$ cat src/design/dpt_pkg.sv
// Shared types and constants of the demand page translator.
// Depends on nothing; every other file imports it.
package dpt_pkg;

  localparam int unsigned AddrW      = 32;
  localparam int unsigned MapW       = 8;
  localparam int unsigned ShiftW     = 5;
  localparam int unsigned ShiftMin   = 10;
  localparam int unsigned ShiftMax   = 20;
  localparam int unsigned ShiftReset = 12;
  localparam int unsigned HashMul    = 23;
  localparam int unsigned MulW       = 13;
  localparam int unsigned PageNumW   = AddrW - ShiftMin;
  localparam int unsigned SumW       = PageNumW + 1;

  typedef struct packed {
    logic             func;
    logic [MapW-1:0]  map_id;
    logic [AddrW-1:0] address;
  } dpt_in_t;

  typedef struct packed {
    logic [AddrW-1:0] phys_addr;
    logic             was_present;
    logic             ok;
    logic             full_res;
  } dpt_out_t;

  typedef enum logic [2:0] {
    ST_CLEAR,
    ST_IDLE,
    ST_HASH,
    ST_HEAD,
    ST_WALK,
    ST_ALLOC,
    ST_DONE
  } dpt_state_e;

  typedef struct packed {
    logic accept;
    logic head_rd;
    logic ent_rd_head;
    logic ent_rd_next;
    logic alloc;
    logic mark_found;
    logic out_load;
    logic clr_wr;
  } dpt_cmd_t;

  typedef struct packed {
    logic in_func;
    logic hash_done;
    logic head_valid;
    logic ent_match;
    logic ent_has_next;
    logic out_stall;
    logic clr_last;
  } dpt_sts_t;

endpackage

$ cat src/design/dpt_ctrl.sv
// Controller of the translator: sequences clearing, hashing, chain walk,
// allocation and result load. Depends on dpt_pkg.
module dpt_ctrl import dpt_pkg::*; (
  input  logic     clk_i,
  input  logic     rst_ni,
  input  logic     in_valid_i,
  output logic     in_ready_o,
  input  dpt_sts_t sts_i,
  output dpt_cmd_t cmd_o
);

  dpt_state_e state_q, state_d;

  always_ff @(posedge clk_i or negedge rst_ni) begin
    if (!rst_ni) begin
      state_q <= ST_CLEAR;
    end else begin
      state_q <= state_d;
    end
  end

  always_comb begin
    state_d    = state_q;
    cmd_o      = '0;
    in_ready_o = 1'b0;
    case (state_q)
      ST_CLEAR: begin
        cmd_o.clr_wr = 1'b1;
        if (sts_i.clr_last) begin
          state_d = ST_IDLE;
        end
      end
      ST_IDLE: begin
        in_ready_o = 1'b1;
        if (in_valid_i) begin
          cmd_o.accept = 1'b1;
          state_d      = sts_i.in_func ? ST_DONE : ST_HASH;
        end
      end
      ST_HASH: begin
        if (sts_i.hash_done) begin
          cmd_o.head_rd = 1'b1;
          state_d       = ST_HEAD;
        end
      end
      ST_HEAD: begin
        if (sts_i.head_valid) begin
          cmd_o.ent_rd_head = 1'b1;
          state_d           = ST_WALK;
        end else begin
          state_d = ST_ALLOC;
        end
      end
      ST_WALK: begin
        if (sts_i.ent_match) begin
          cmd_o.mark_found = 1'b1;
          state_d          = ST_DONE;
        end else if (sts_i.ent_has_next) begin
          cmd_o.ent_rd_next = 1'b1;
        end else begin
          state_d = ST_ALLOC;
        end
      end
      ST_ALLOC: begin
        cmd_o.alloc = 1'b1;
        state_d     = ST_DONE;
      end
      ST_DONE: begin
        if (!sts_i.out_stall) begin
          cmd_o.out_load = 1'b1;
          state_d        = ST_IDLE;
        end
      end
      default: begin
        state_d = ST_IDLE;
      end
    endcase
  end

endmodule

$ cat config.mk
export PLATFORM = sky130hd
export DESIGN_NAME = dpt_ctrl
export DESIGN_NICKNAME = d
export VERILOG_FILES = /design/src/design/dpt_pkg.sv /design/src/design/dpt_ctrl.sv
export SDC_FILE = /design/constraint.sdc
export NUM_CORES = 1
export LEC_CHECK = 0
export BUFFER_PORTS_ARGS = -buffer_cell sky130_fd_sc_hd__buf_2
export CAP_MARGIN = 20
export CORE_AREA = 2 2 39 41
export CTS_CLUSTER_DIAMETER = 50
export DETAILED_ROUTE_END_ITERATION = 10
export DIE_AREA = 0 0 41 43
export GPL_ROUTABILITY_DRIVEN = 0
export PLACE_DENSITY = 0.54
export SYNTH_ARGS = -nofsm -noshare
export SYNTH_HDL_FRONTEND = slang
export SYNTH_SLANG_ARGS = --single-unit
$ cat constraint.sdc
create_clock -name clk_i -period 3.8 [get_ports clk_i]
set_input_delay 0.95 -clock clk_i [delete_from_list [all_inputs] [get_ports clk_i]]
set_output_delay 0.95 -clock clk_i [all_outputs]
set_load 0.1 [all_outputs]
==> flow_metrics.env, run 1 <==
export IMPL_postSynthCellCount=38
export IMPL_clockBufferDepth=2
export IMPL_slew_viol_final=0
export IMPL_row_count=14
export IMPL_cts_tree="built"
export IMPL_wl_per_cell_um=10.01
export IMPL_syn2layout_area_growth_pct=39.02
export IMPL_routed_via_density=4.534
export IMPL_hp_class="input pin to async pin"
export IMPL_htreeDepth=1
export IMPL_nets=68
export IMPL_grt_overflow=0
export IMPL_skew_ns=0.0009959
export IMPL_multiInputGateArea_um2=212.7
export IMPL_drcViolationCount=0
export IMPL_syn_num_nets=48
export IMPL_critPathArrivalTime_ns=1.75
export IMPL_worstSetupPathType="input pin to output port"
export IMPL_core_area_mm2=0.001384
export IMPL_period_share=0.7104
export IMPL_grt_antenna_before_repair=0
export IMPL_ys_types=21
export IMPL_routed_wl_um=731
export IMPL_cts_root_buf="clkbuf_4"
export IMPL_vias=331
export IMPL_synth_top_area_share=0.2439
export IMPL_endpoint_kind="output port"
export IMPL_tns_ns=0
export IMPL_outcome="finished clean"
export IMPL_path_clk_slew_ns=0.04
export IMPL_cts_sinks=3
export IMPL_dpl_hpwl_um=554
export IMPL_drv_cap=0
export IMPL_rsz0062_at_grt="false"
export IMPL_dieWidth_um=41
export IMPL_insertion_delay_ns=0.23
export IMPL_dieArea_mm2=0.001763
export IMPL_synth_seq_cells=3
export IMPL_ys_warn_count=0
export IMPL_yosys_top_cells_area="dfrtp_1 (24%), nand2b_1 (12%), nor2_1 (6.1%)"
export IMPL_synth_largest_area_cell="dfrtp_1"
export IMPL_postCtsSetupBuffers=0
export IMPL_startpoint="sts_i[1]"
export IMPL_grt_pass1_vias=289
export IMPL_grtUsageTotal=0.1027
export IMPL_io_buffers=18
export IMPL_cp_start_kind="input pin"
export IMPL_syn_mean_instance_area_um2=8.100
export IMPL_path_max_fanout=3
export IMPL_largest_reg_flops=3
export IMPL_ant_nets=0
export IMPL_synth_area_um2=307.8
export IMPL_hold_violations=0
export IMPL_reg2reg_from="state_q[1]$_DFFE_PN0P_"
export IMPL_top_regs="state_q x3"
export IMPL_drt_iter0_drc=0
export IMPL_cts_repair_resized=0
export IMPL_ctsHoldBuffers=0
export IMPL_fillers=166
export IMPL_fmax_mhz=370.4
export IMPL_grt_start_max_net_pins=15
export IMPL_antenna_cells=0
export IMPL_slew_headroom=0.6768
export IMPL_setup_viol_count_final=0
export IMPL_cts_buffers_inserted=3
export IMPL_regMostFlops="state_q"
export IMPL_start_util=0.2224
export IMPL_worstPathRequired_ns=2.85
export IMPL_drt_pass1_iter_count=1
export IMPL_register_area_um2=75.07
export IMPL_die_h_um=43
export IMPL_drive_gt1_frac=0.4737
export IMPL_worstMarginPinSlew_ns=0.4882
export IMPL_pin_count=19
export IMPL_ys_seq_area_frac=0.2439
export IMPL_finalCriticalPeriod_ns=2.699
export IMPL_grt_pass1_wl_mm=1.173
## worst max-delay path, cell delays in order
cell and delay, ns:
buf_2 0.10, nand2b_1 0.17, nor2_1 0.10, buf_2 0.42
## worst paths after layout
kind / slack (ns) / depth (start not counted) / to
hold / removal: 0.50 / 1 / state_q[0]$_DFFE_PN0P_
setup / recovery: 1.10 / 4 / cmd_o[1]
hold reg to reg: 0.72 / 1 / state_q[2]$_DFFE_PN0P_
max in group asynchronous: 3.19 / 1 / state_q[1]$_DFFE_PN0P_
min in group clk_i: 0.72 / 1 / state_q[2]$_DFFE_PN0P_
setup reg to reg: 2.45 / 4 / state_q[1]$_DFFE_PN0P_
## kinds of logic after synthesis
family / count (synthesis) / synth area share
AND/OR/NAND/NOR: 21 / 0.4024
AO/OA/AOI/OAI: 10 / 0.2724
buffers and inverters: 4 / 0.08129
flip-flops: 3 / 0.2439
## cells in the final DEF (no fill, tap or decap), drive strengths merged
master   count
buf         18
nand2b       6
nor2         5
clkbuf       4
dfrtp        3
nor3         3
a21oi        3
nand2        2
and3         2
a31oi        2
and2b        1
and4b        1
inv          1
and4bb       1
o22ai        1
o21ai        1
o2bb2ai      1
o31ai        1
a21o         1
## final cells by class
cell class	instances	share of cell area
Clock buffer	4	0.06140
Inverter	1	0.008772
Multi-Input combinational cell	31	0.4971
Sequential cell	3	0.1754
Tap cell	16	0.04678
Timing Repair Buffer	18	0.2105
## Yosys cell counts
| master | n |
|---|---|
| dfrtp_1 | 3 |
| and3_1 | 2 |
| and4bb_1 | 1 |
| o31ai_2 | 1 |
| nor2_1 | 5 |
| buf_2 | 2 |
| and4b_1 | 1 |
| nand2_1 | 2 |
| a21oi_2 | 1 |
| and2b_4 | 1 |
| o21ai_0 | 1 |
| a21o_1 | 1 |
| nand2b_1 | 6 |
| o22ai_2 | 1 |
| o2bb2ai_1 | 1 |
| a31oi_2 | 1 |
| nor3_1 | 3 |
| a21oi_1 | 2 |
| a31oi_1 | 1 |
| inv_1 | 1 |
| buf_6 | 1 |
## metrics by stage
| step | cell area [um2] | std cells | hold WS (ns) | setup slack [ns] | util |
|---|---|---|---|---|---|
| 3_3_place_gp | 401.6 | 69 | 0.7289 | 1.098 | 0.2902 |
| 5_1_grt | 427.9 | 73 | 0.4916 | 1.035 | 0.3092 |
| 4_1_cts | 427.9 | 73 | 0.4946 | 1.091 | 0.3092 |
| 3_5_place_dp | 401.6 | 69 | 0.7273 | 1.091 | 0.2902 |
| 6_report | 427.9 | 73 | 0.5039 | 1.101 | 0.3092 |
| 2_1_floorplan | 312.8 | 38 | 0.5977 | 0.1810 | - |
## per-layer routing
layer  share of wire  global-route usage  up-vias
met4               0             0.08000        0
met3           0.068             0.05236        0
met5               0                   0        -
li1                -                   -      174
met2            0.49              0.1281       10
met1            0.44              0.1266      147
Power of run 1 is left out: the tool's default activity adds up to more than one toggle a clock period on the data nets, which glitch-free logic cannot reach.
==> run 2, diff against run 1 <==
==> constraint.sdc (replaced) <==
create_clock -name clk_i -period 2.7 [get_ports clk_i]
set_input_delay 0.675 -clock clk_i [delete_from_list [all_inputs] [get_ports clk_i]]
set_output_delay 0.675 -clock clk_i [all_outputs]
set_load 0.1 [all_outputs]
==> flow_metrics.env, run 2 (synthesized netlist as in run 1, its figures left out) <==
export IMPL_wl_per_cell_um=9.890
export IMPL_drive_gt1_frac=0.5088
export IMPL_hold_violations=0
export IMPL_rsz0062_at_grt="false"
export IMPL_endpoint="cmd_o[5]"
export IMPL_layout_commonest_cell="buf_2"
export IMPL_worstRegToRegCells=4
export IMPL_setup_ws_ns=0.4040
export IMPL_cts_sinks=3
export IMPL_die_h_um=43
export IMPL_finalCriticalPeriod_ns=2.296
export IMPL_top_regs="state_q x3"
export IMPL_dieArea_mm2=0.001763
export IMPL_cts_root_buf="clkbuf_4"
export IMPL_grt_pass1_vias=282
export IMPL_dpl_worst_slack_ns=0.5430
export IMPL_critPathArrivalTime_ns=1.62
export IMPL_largest_reg_flops=3
export IMPL_period_share=0.8504
export IMPL_syn2layout_area_growth_pct=41.46
export IMPL_skew_ns=0.0005988
export IMPL_core_area_mm2=0.001384
export IMPL_drt_pass1_iter_count=2
export IMPL_vias=324
export IMPL_r2r_end="state_q[1]$_DFFE_PN0P_"
export IMPL_final_cell_mix="buf_2 (18), nand2b_1 (6), nor2_1 (4), clkbuf_4 (3), dfrtp_1 (3)"
export IMPL_tns_ns=0
export IMPL_grt_overflow=0
export IMPL_reg2reg_from="state_q[2]$_DFFE_PN0P_"
export IMPL_setup_viol_count_final=0
export IMPL_antenna_cells=0
export IMPL_slew_viol_final=0
export IMPL_grt_start_max_net_pins=15
export IMPL_slew_headroom=0.6793
export IMPL_insertion_delay_ns=0.23
export IMPL_worstSetupPathType="flop to output port"
export IMPL_regMostFlops="state_q"
export IMPL_pin_count=19
export IMPL_drv_cap=0
export IMPL_io_buffers=18
export IMPL_path_clk_slew_ns=0.04
export IMPL_postCtsSetupBuffers=0
export IMPL_routed_via_density=4.438
export IMPL_row_count=14
export IMPL_cp_start_kind="flop"
export IMPL_worstPathRequired_ns=2.03
export IMPL_start_util=0.2224
export IMPL_reg2reg_slack_ns=1.31
export IMPL_grtUsageTotal=0.09768
export IMPL_clockBufferDepth=2
export IMPL_hp_class="input pin to async pin"
export IMPL_outcome="finished clean"
export IMPL_routed_wl_um=722
export IMPL_cts_repair_resized=0
export IMPL_fmax_mhz=435.5
export IMPL_grt_pass1_wl_mm=1.124
export IMPL_nets=68
export IMPL_endpoint_kind="output port"
export IMPL_dpl_hpwl_um=545.1
export IMPL_ctsHoldBuffers=0
export IMPL_startpoint="state_q[2]$_DFFE_PN0P_"
export IMPL_drt_iter0_drc=2
export IMPL_ant_nets=0
export IMPL_dieWidth_um=41
export IMPL_drcViolationCount=0
export IMPL_htreeDepth=1
export IMPL_path_max_fanout=13
export IMPL_cts_buffers_inserted=3
export IMPL_worstMarginPinSlew_ns=0.4844
export IMPL_grt_antenna_before_repair=0
export IMPL_cts_tree="built"
[run 2: changes by cell type in the layout (fill, tap and decap cells not counted)]
cell and delta:
nor2_1 -1, nor3_1 -1, nor3_2 +1, nor2_2 +1
[run 2: worst min-delay path by stage]
stage / from / end / cells past startpoint
2_1_floorplan: rst_ni / state_q[0]$_DFFE_PN0P_ / 0
3_3_place_gp: rst_ni / state_q[0]$_DFFE_PN0P_ / 1
3_5_place_dp: rst_ni / state_q[0]$_DFFE_PN0P_ / 1
4_1_cts: rst_ni / state_q[1]$_DFFE_PN0P_ / 1
5_1_grt: rst_ni / state_q[0]$_DFFE_PN0P_ / 1
6_report: rst_ni / state_q[1]$_DFFE_PN0P_ / 1
[run 2: final cells by class]
class,count,area [um2]
timing repair buffer,18,90.09
tap,16,20.02
sequential,3,75.07
fill,161,948.4
inverter,1,3.754
multi-input combinational,31,220.2
clock buffer,4,26.28
[run 2: routing by layer]
| layer | GRT usage | part of all wire |
|---|---|---|
| met5 | 0 | 0 |
| met4 | 0.08000 | 0.019 |
| met3 | 0.03141 | 0.057 |
| met2 | 0.1406 | 0.47 |
| met1 | 0.1104 | 0.45 |
[run 2: per-stage QoR]
stage,hold slack [ns],area (um2),utilization,instances
2_1_floorplan,0.3794,320.3,-,38
3_3_place_gp,0.4728,409.1,0.2957,69
3_5_place_dp,0.4719,409.1,0.2957,69
4_1_cts,0.2188,435.4,0.3146,73
5_1_grt,0.2153,435.4,0.3146,73
6_report,0.2277,435.4,0.3146,73
[run 2: worst max-delay path: stages (launching register included)]
cell,delay (ns)
dfrtp_1,0.50
and2b_4,0.32
and3_1,0.15
buf_2,0.42
Power of run 2 is left out for the same reason.
